$ cat src/eul_pkg.sv
// shared types, constants and helpers for the euler angle to rotation matrix block
package eul_pkg;

    // sine datapath works on unsigned Q30 values that may reach exactly one
    typedef logic [30:0] q30_t;

    typedef struct packed {
        q30_t       z;
        q30_t       z2;
        q30_t       p;
        logic [1:0] quad;
    } sin_lane_t;

    typedef enum logic [2:0] {
        CELL_SQUARE = 3'b001,
        CELL_HORNER = 3'b010,
        CELL_FINAL  = 3'b100
    } cell_mode_t;

    localparam int LANES = 6;
    // lane order of the sine chain
    localparam int LN_SR = 0;
    localparam int LN_CR = 1;
    localparam int LN_SP = 2;
    localparam int LN_CP = 3;
    localparam int LN_SY = 4;
    localparam int LN_CY = 5;

    localparam q30_t ONE30 = 31'h4000_0000;
    localparam q30_t TA1   = 31'd1686629713;
    localparam q30_t TA3   = 31'd693598669;
    localparam q30_t TA5   = 31'd85569306;
    localparam q30_t TA7   = 31'd5026995;
    localparam q30_t TA9   = 31'd172272;
    localparam q30_t TA11  = 31'd3864;

    localparam logic [1:0] ROW_FIRST = 2'd0;
    localparam logic [1:0] ROW_LAST  = 2'd2;

    localparam int WIDE = 66;
    typedef logic signed [WIDE-1:0] wide_t;

    // round half up from 2*frac to frac fraction bits, then clamp to +-1
    function automatic logic signed [32:0] rnd_sat(input wide_t x, input int frac);
        wide_t r;
        wide_t one;
        begin
            one = wide_t'(1) <<< frac;
            r   = (x + (one >>> 1)) >>> frac;
            if (r > one)
            begin
                r = one;
            end
            else if (r < -one)
            begin
                r = -one;
            end
            return r[32:0];
        end
    endfunction

endpackage

$ cat src/eul_row_out.sv
// holds one finished matrix pair and sends it as three row requests
module eul_row_out #(
    parameter int COEF_BITS = 16
) (
    input  logic                                clk,
    input  logic                                rst_n,
    input  logic                                load_valid,
    input  logic [2:0][2:0][COEF_BITS-1:0]      load_rot,
    input  logic [2:0][2:0][COEF_BITS-1:0]      load_rate,
    output logic                                load_ready,
    output logic                                m_tvalid,
    input  logic                                m_tready,
    output logic [((6*COEF_BITS+7)/8)*8-1:0]    m_tdata,  // rot_col0..2, rate_col0..2
    output logic [1:0]                          m_tuser,  // row_index
    output logic                                m_tlast   // last_row
);

    logic                           full_reg;
    logic [1:0]                     row_reg;
    logic [2:0][2:0][COEF_BITS-1:0] rot_reg;
    logic [2:0][2:0][COEF_BITS-1:0] rate_reg;
    logic                           done;
    logic                           load;

    assign done       = m_tready && (row_reg == eul_pkg::ROW_LAST);
    assign load_ready = !full_reg || done;
    assign load       = load_valid && load_ready;

    always_ff @(posedge clk or negedge rst_n)
    begin
        if (!rst_n)
        begin
            full_reg <= 1'b0;
            row_reg  <= eul_pkg::ROW_FIRST;
        end
        else if (load)
        begin
            full_reg <= 1'b1;
            row_reg  <= eul_pkg::ROW_FIRST;
        end
        else if (full_reg && m_tready)
        begin
            full_reg <= !done;
            row_reg  <= done ? eul_pkg::ROW_FIRST : row_reg + 2'd1;
        end
    end

    always_ff @(posedge clk)
    begin
        if (load)
        begin
            rot_reg  <= load_rot;
            rate_reg <= load_rate;
        end
    end

    always_comb
    begin
        m_tdata = '0;
        for (int c = 0; c < 3; c++)
        begin
            m_tdata[c*COEF_BITS +: COEF_BITS]     = rot_reg[row_reg][c];
            m_tdata[(3+c)*COEF_BITS +: COEF_BITS] = rate_reg[row_reg][c];
        end
    end

    assign m_tvalid = full_reg;
    assign m_tuser  = row_reg;
    assign m_tlast  = (row_reg == eul_pkg::ROW_LAST);

    a_row_range: assert property (@(posedge clk) disable iff (!rst_n)
        full_reg |-> (row_reg != 2'd3))
        else $error("row counter out of range");

    a_row_order: assert property (@(posedge clk) disable iff (!rst_n)
        (m_tvalid && m_tready && !m_tlast) |=> (m_tvalid && m_tuser == $past(m_tuser) + 2'd1))
        else $error("rows skipped or repeated");

    a_load_empty: assert property (@(posedge clk) disable iff (!rst_n)
        (load && full_reg) |-> (m_tready && m_tlast))
        else $error("new matrix loaded over unsent rows");

endmodule

$ cat config.mk
export PLATFORM = sky130hd
export DESIGN_NAME = eul_row_out
export DESIGN_NICKNAME = d
export VERILOG_FILES = /design/src/eul_pkg.sv /design/src/eul_row_out.sv
export SDC_FILE = /design/constraint.sdc
export NUM_CORES = 1
export LEC_CHECK = 0
export ABC_AREA = 1
export BUFFER_PORTS_ARGS = -buffer_cell sky130_fd_sc_hd__buf_4
export CELL_PAD_IN_SITES_DETAIL_PLACEMENT = 2
export CELL_PAD_IN_SITES_GLOBAL_PLACEMENT = 2
export CORE_MARGIN = 2
export CORE_UTILIZATION = 28
export CTS_CLUSTER_DIAMETER = 40
export DETAILED_ROUTE_END_ITERATION = 12
export PLACE_DENSITY = 0.73
export SKIP_LAST_GASP = 1
export SYNTH_ARGS = -nofsm -noshare
export SYNTH_HDL_FRONTEND = slang
export SYNTH_SLANG_ARGS = --single-unit
$ cat constraint.sdc
create_clock -name clk -period 14.8 [get_ports clk]
set_input_delay 0.74 -clock clk [delete_from_list [all_inputs] [get_ports clk]]
set_output_delay 0.74 -clock clk [all_outputs]
set_load 0.01 [all_outputs]
---- After elaboration in Yosys (flattened, before gate mapping) ----
Index checks and enable logic that the tools add are counted.
word-level totals
  logic and storage cells ................. 39
  register bits after elaboration ......... 291
cells by class
  $lt $le $gt $ge ......................... 1
  reduce and logical (&&, ||, !) cells .... 7
  add/subtract/negate cells ............... 1
  equality and inequality tests ........... 1
  muxes and demuxes ....................... 9
operators with widths
  operator                                                     number
  binary-select mux 48 bit (select 2 bit)                      2
  2-to-1 mux 48 bit                                            2
  2-to-1 mux 2 bit                                             3
  logical AND 1 bit                                            3
  less-than comparator 2 x 3 -> 1 bit (second input constant)  1
  adder 2 x 1 -> 2 bit (second input constant)                 1
  == test 2 bit (second input constant)                        1
  logical NOT 1 bit                                            2
  2-to-1 mux 1 bit                                             2
  nonzero test 2 bit                                           1
  logical OR 1 bit                                             1

---- Depth between registers and ports, before layout ----
  depth in word-level cells ............... 5
  depth in mapped cells ................... 7

---- Worst setup path after synthesis ----
Ideal clock, no wire load.
  path type ............................... flip-flop to flip-flop
  from .................................... register row_reg[0], in the netlist m_tuser[0]
  to ...................................... register rate_reg[0] (netlist bit) (enable)
  path buffers ............................ 2
  required time ........................... 13.766 ns
  clock period less this slack ............ 15.696 ns
  data arrival time ....................... 14.662 ns
  slack ................................... -0.896 ns
  stages on the path, launching flop included .. 6
  cells stage by stage .................... dfrtp_1 buf_4 inv_2 buf_4 nand3_1 a21oi_1
on the way
  longest elaborated chain between the ends .. 4
RTL lines
  element                   line               source
  start: declaration        eul_row_out.sv:19  logic [1:0] row_reg;
  start signal: assignment  eul_row_out.sv:34  row_reg <= eul_pkg::ROW_FIRST;
  start signal: assignment  eul_row_out.sv:39  row_reg <= eul_pkg::ROW_FIRST;
  start signal: assignment  eul_row_out.sv:44  row_reg <= done ? eul_pkg::ROW_FIRST : row_reg + 2'd1;
  == test 2 bit             eul_row_out.sv:25  assign done = m_tready && (row_reg == eul_pkg::ROW_LAST);
  logical AND 1 bit         eul_row_out.sv:25
  logical OR 1 bit          eul_row_out.sv:26  assign load_ready = !full_reg || done;
  logical AND 1 bit         eul_row_out.sv:27  assign load = load_valid && load_ready;
  net load                  eul_row_out.sv:23  logic load;
  end signal: assignment    eul_row_out.sv:53  rate_reg <= load_rate;
  end: declaration          eul_row_out.sv:21  logic [2:0][2:0][COEF_BITS-1:0] rate_reg;
The timed path passes the listed nets, and every way through them passes these cells.
A chain may end at the register's enable or synchronous reset.

---- Worst setup path in the final report ----
  from .................................... register row_reg[1], in the netlist m_tuser[1]
  to ...................................... output m_tdata[1]
on the way
  longest elaborated chain between the ends .. 2
RTL lines
  element                                  line               source
  binary-select mux 48 bit (select 2 bit)  eul_row_out.sv:62  m_tdata[c*COEF_BITS +: COEF_BITS] = rot_reg[row_reg][c];
  2-to-1 mux 48 bit                        -
  end: declaration                         eul_row_out.sv:13  output logic [((6*COEF_BITS+7)/8)*8-1:0] m_tdata,
Every way passes these cells. The select of a mux whose other input is x is not followed.

==> run_results.csv <==
group,metric,value,unit
placed_design,gp_congestion,0.762,
cts,cts_resized,0,
timing,slew_headroom,0.225,
power,powerDensity,196,mW/mm^2
setup_path,path_cells,"clkinv_2 -> nor2_4 -> buf_4 -> nand2_1 -> nand2_1 -> buf_4",
floorplan,dieHeight,208,um
routing,avgViaCountPerCell,4.38,
setup_path,slowest_stage,"nor2_4",
logic_synthesis,synthTopCellsByArea,"edfxtp_1 (74%), nand2_1 (13%), inv_1 (6.2%)",
placed_design,pre_cts_ws,10.76,ns
timing,drv_slew,0,
cts,clkTransAtPathRegs,0.05,ns
logic_synthesis,synthTopCellsByCount,"nand2_1 (390), edfxtp_1 (288), inv_1 (194)",
timing,hold_viol,0,
final_layout,area_growth_syn_to_layout,45.3,%
routing,drt_iter0_drc,394,
placed_design,hpwl,25.9,mm
logic_synthesis,synthMuxAreaShare,0,
run_status,status,"complete, no violations",
logic_synthesis,yosysMostFrequentCell,"nand2_1",
cts,htree_levels,2,
setup_path,crit_required,14.06,ns
logic_synthesis,synth.yosys.seq_area_share,0.747,
floorplan,core,0.0410,mm^2
timing,post-route-period-util,0.309,
cts,cts_inserted_buffers,53,
setup_path,worst-path-buf-inv,3,
logic_synthesis,synth_cell_types,14,
timing,fin_skew,0.0276,ns
routing,num_vias,8823,
logic_synthesis,synth_adder_area_share,0,
global_route,grtUsageMet3,0.0643,
cts,cts_root_buf,"clkbuf_16",
routing,drt.antenna.violating_nets,0,
timing,fin_crit,4.57,ns
global_route,grt.total_usage,0.183,
logic_synthesis,ys_async_sr_fraction,0.0103,
logic_synthesis,synthCells,1021,
logic_synthesis,synth.cell_area,0.0117,mm^2
logic_synthesis,synth_seq_cells,291,
global_route,grt_max_degree,86,
routing,wirelength,39.7,mm
routing,dr.pass1.iters,6,
global_route,grt_pass1_wl,59.9,mm
setup_path,cp.depth,6,
timing,setup_viol,0,
timing,max_freq,219,MHz
cts,cts_tree,"built",
timing,rsz0062_at_grt,"false",
logic_synthesis,synth_top_family_by_area,"simple AND/OR/NAND/NOR gates",
timing,worst_pin_slew,1.16,ns
logic_synthesis,synth-xor-area-share,0,
global_route,gr-total-overflow,0,
floorplan,num_io_pins,393,
setup_path,crit_type,"reg -> out",
global_route,first_global_vias,10000,
timing,tns,0,ns
logic_synthesis,synth_top_area_frac,0.741,
cts,clock_latency,0.59,ns
global_route,grt_util_met2,0.325,
global_route,antenna_found_initial,3,
setup_path,cp-start-kind,"flop",
cts,post_cts_buffers,0,
floorplan,fp-row-count,74,
cts,hold_buffers,1,
setup_path,crit_family,"buffers and inverters",
power,power_leakage,0.00774,uW
logic_synthesis,synth_edf_count,288,
hold_path,worstHoldPathCells,1,
final_layout,final_net_count,1728,
setup_path,worst_path_largest_cell_delay,0.83,ns
run,max_cap_viol_count,0,
final_layout,drive_gt1_frac,0.334,
logic_synthesis,ys.flop_type,"edfxtp_1",
logic_synthesis,synth-simple-area-share,0.170,
logic_synthesis,synth_compound_area_frac,0.000429,
routing,drc_errors,0,
setup_path,arrival,3.83,ns
logic_synthesis,syn_nets,1313,
setup_path,worstSetupEndpointType,"output pin",
setup_path,reg2reg_depth,5,
logic_synthesis,yosysTopAreaCell,"edfxtp_1",
logic_synthesis,synth_warnings,0,
routing,wl_per_cell,19.7,um
cts,clock-sinks,291,
logic_synthesis,syn_avg_cell_area,11.4,um^2
floorplan,start_util,0.285,
power,ir_drop,0.157,mV
timing,setup_ws,10.23,ns
global_route,grtUsageMet1,0.205,
hold_path,worst_hold_path_type,"in -> reg",
floorplan,die_w,208,um
placed_design,port_buffers,392,
floorplan,die-area,0.0433,mm^2
setup_path,worstPathMaxFanout,72,
cts,clock_path_buffers,3,
global_route,gr-max-usage-layer,"met2",
[metal layers]
| layer | vias up | wire length [um] |
|---|---|---|
| li1 | 4107 | - |
| met1 | 4348 | 15200 |
| met2 | 314 | 20500 |
| met3 | 54 | 3180 |
| met4 | 0 | 811 |
| met5 | - | 0 |
[report_power, final]
part	switching [uW]	internal [uW]	leakage, uW
registers	45.1	1030	0.00265
logic	624	394	0.00421
clock network	433	806	0.000873
[metrics by stage]
step	cells	total power [uW]	cell area (um^2)	hold WS, ns	util
after floorplan	1021	1620	11700	0.444	-
after global placement	1912	2090	15100	0.536	0.369
after detailed placement	1912	2120	15100	0.538	0.369
after CTS	2010	3390	17000	0.286	0.413
after global routing	2012	3500	17000	0.295	0.414
final	2013	3330	17000	0.327	0.414
[kinds of logic after synthesis]
logic type,Yosys count
simple gates,492
buf+inv,237
compound gates,1
flops,291
[area by class of cell]
| class | instances | area, um^2 |
|---|---|---|
| Clock buffer | 57 | 1360 |
| Fill cell | 4297 | 24100 |
| Antenna cell | 3 | 7.51 |
| Multi-Input combinational cell | 493 | 2000 |
| Sequential cell | 291 | 8730 |
| Timing Repair Buffer | 401 | 3010 |
| Clock inverter | 40 | 452 |
| Tap cell | 532 | 666 |
| Inverter | 196 | 739 |
[worst paths after layout]
check / startpoint / end / slack [ns]
max: m_tuser[1] / m_tdata[1] / 10.23
min: load_rot[23] / rot_reg[23] / 0.33
max reg2reg: m_tuser[0] / rot_reg[134] / 10.98
min reg2reg: m_tuser[1] / m_tuser[1] / 0.60
max in group asynchronous: rst_n / m_tuser[0] / 14.12
min in group asynchronous: rst_n / m_tvalid / 0.57
[placed cells by master, fill, tap and decap left out]
cell type	instances
dfrtp_4	1
edfxtp_1	288
clkbuf_16	54
inv_4	1
nand3_1	99
clkinv_2	11
diode_2	3
a21oi_4	1
clkinv_1	6
nand2_1	390
clkinv_8	1
dfrtp_1	2
clkbuf_1	3
inv_1	194
nand4_1	2
clkinv_4	4
dlygate4sd3_1	1
buf_4	400
nor2_4	1
bufinv_16	8
clkinvlp_4	7
inv_6	4
(Power assumes the default switching activity.)
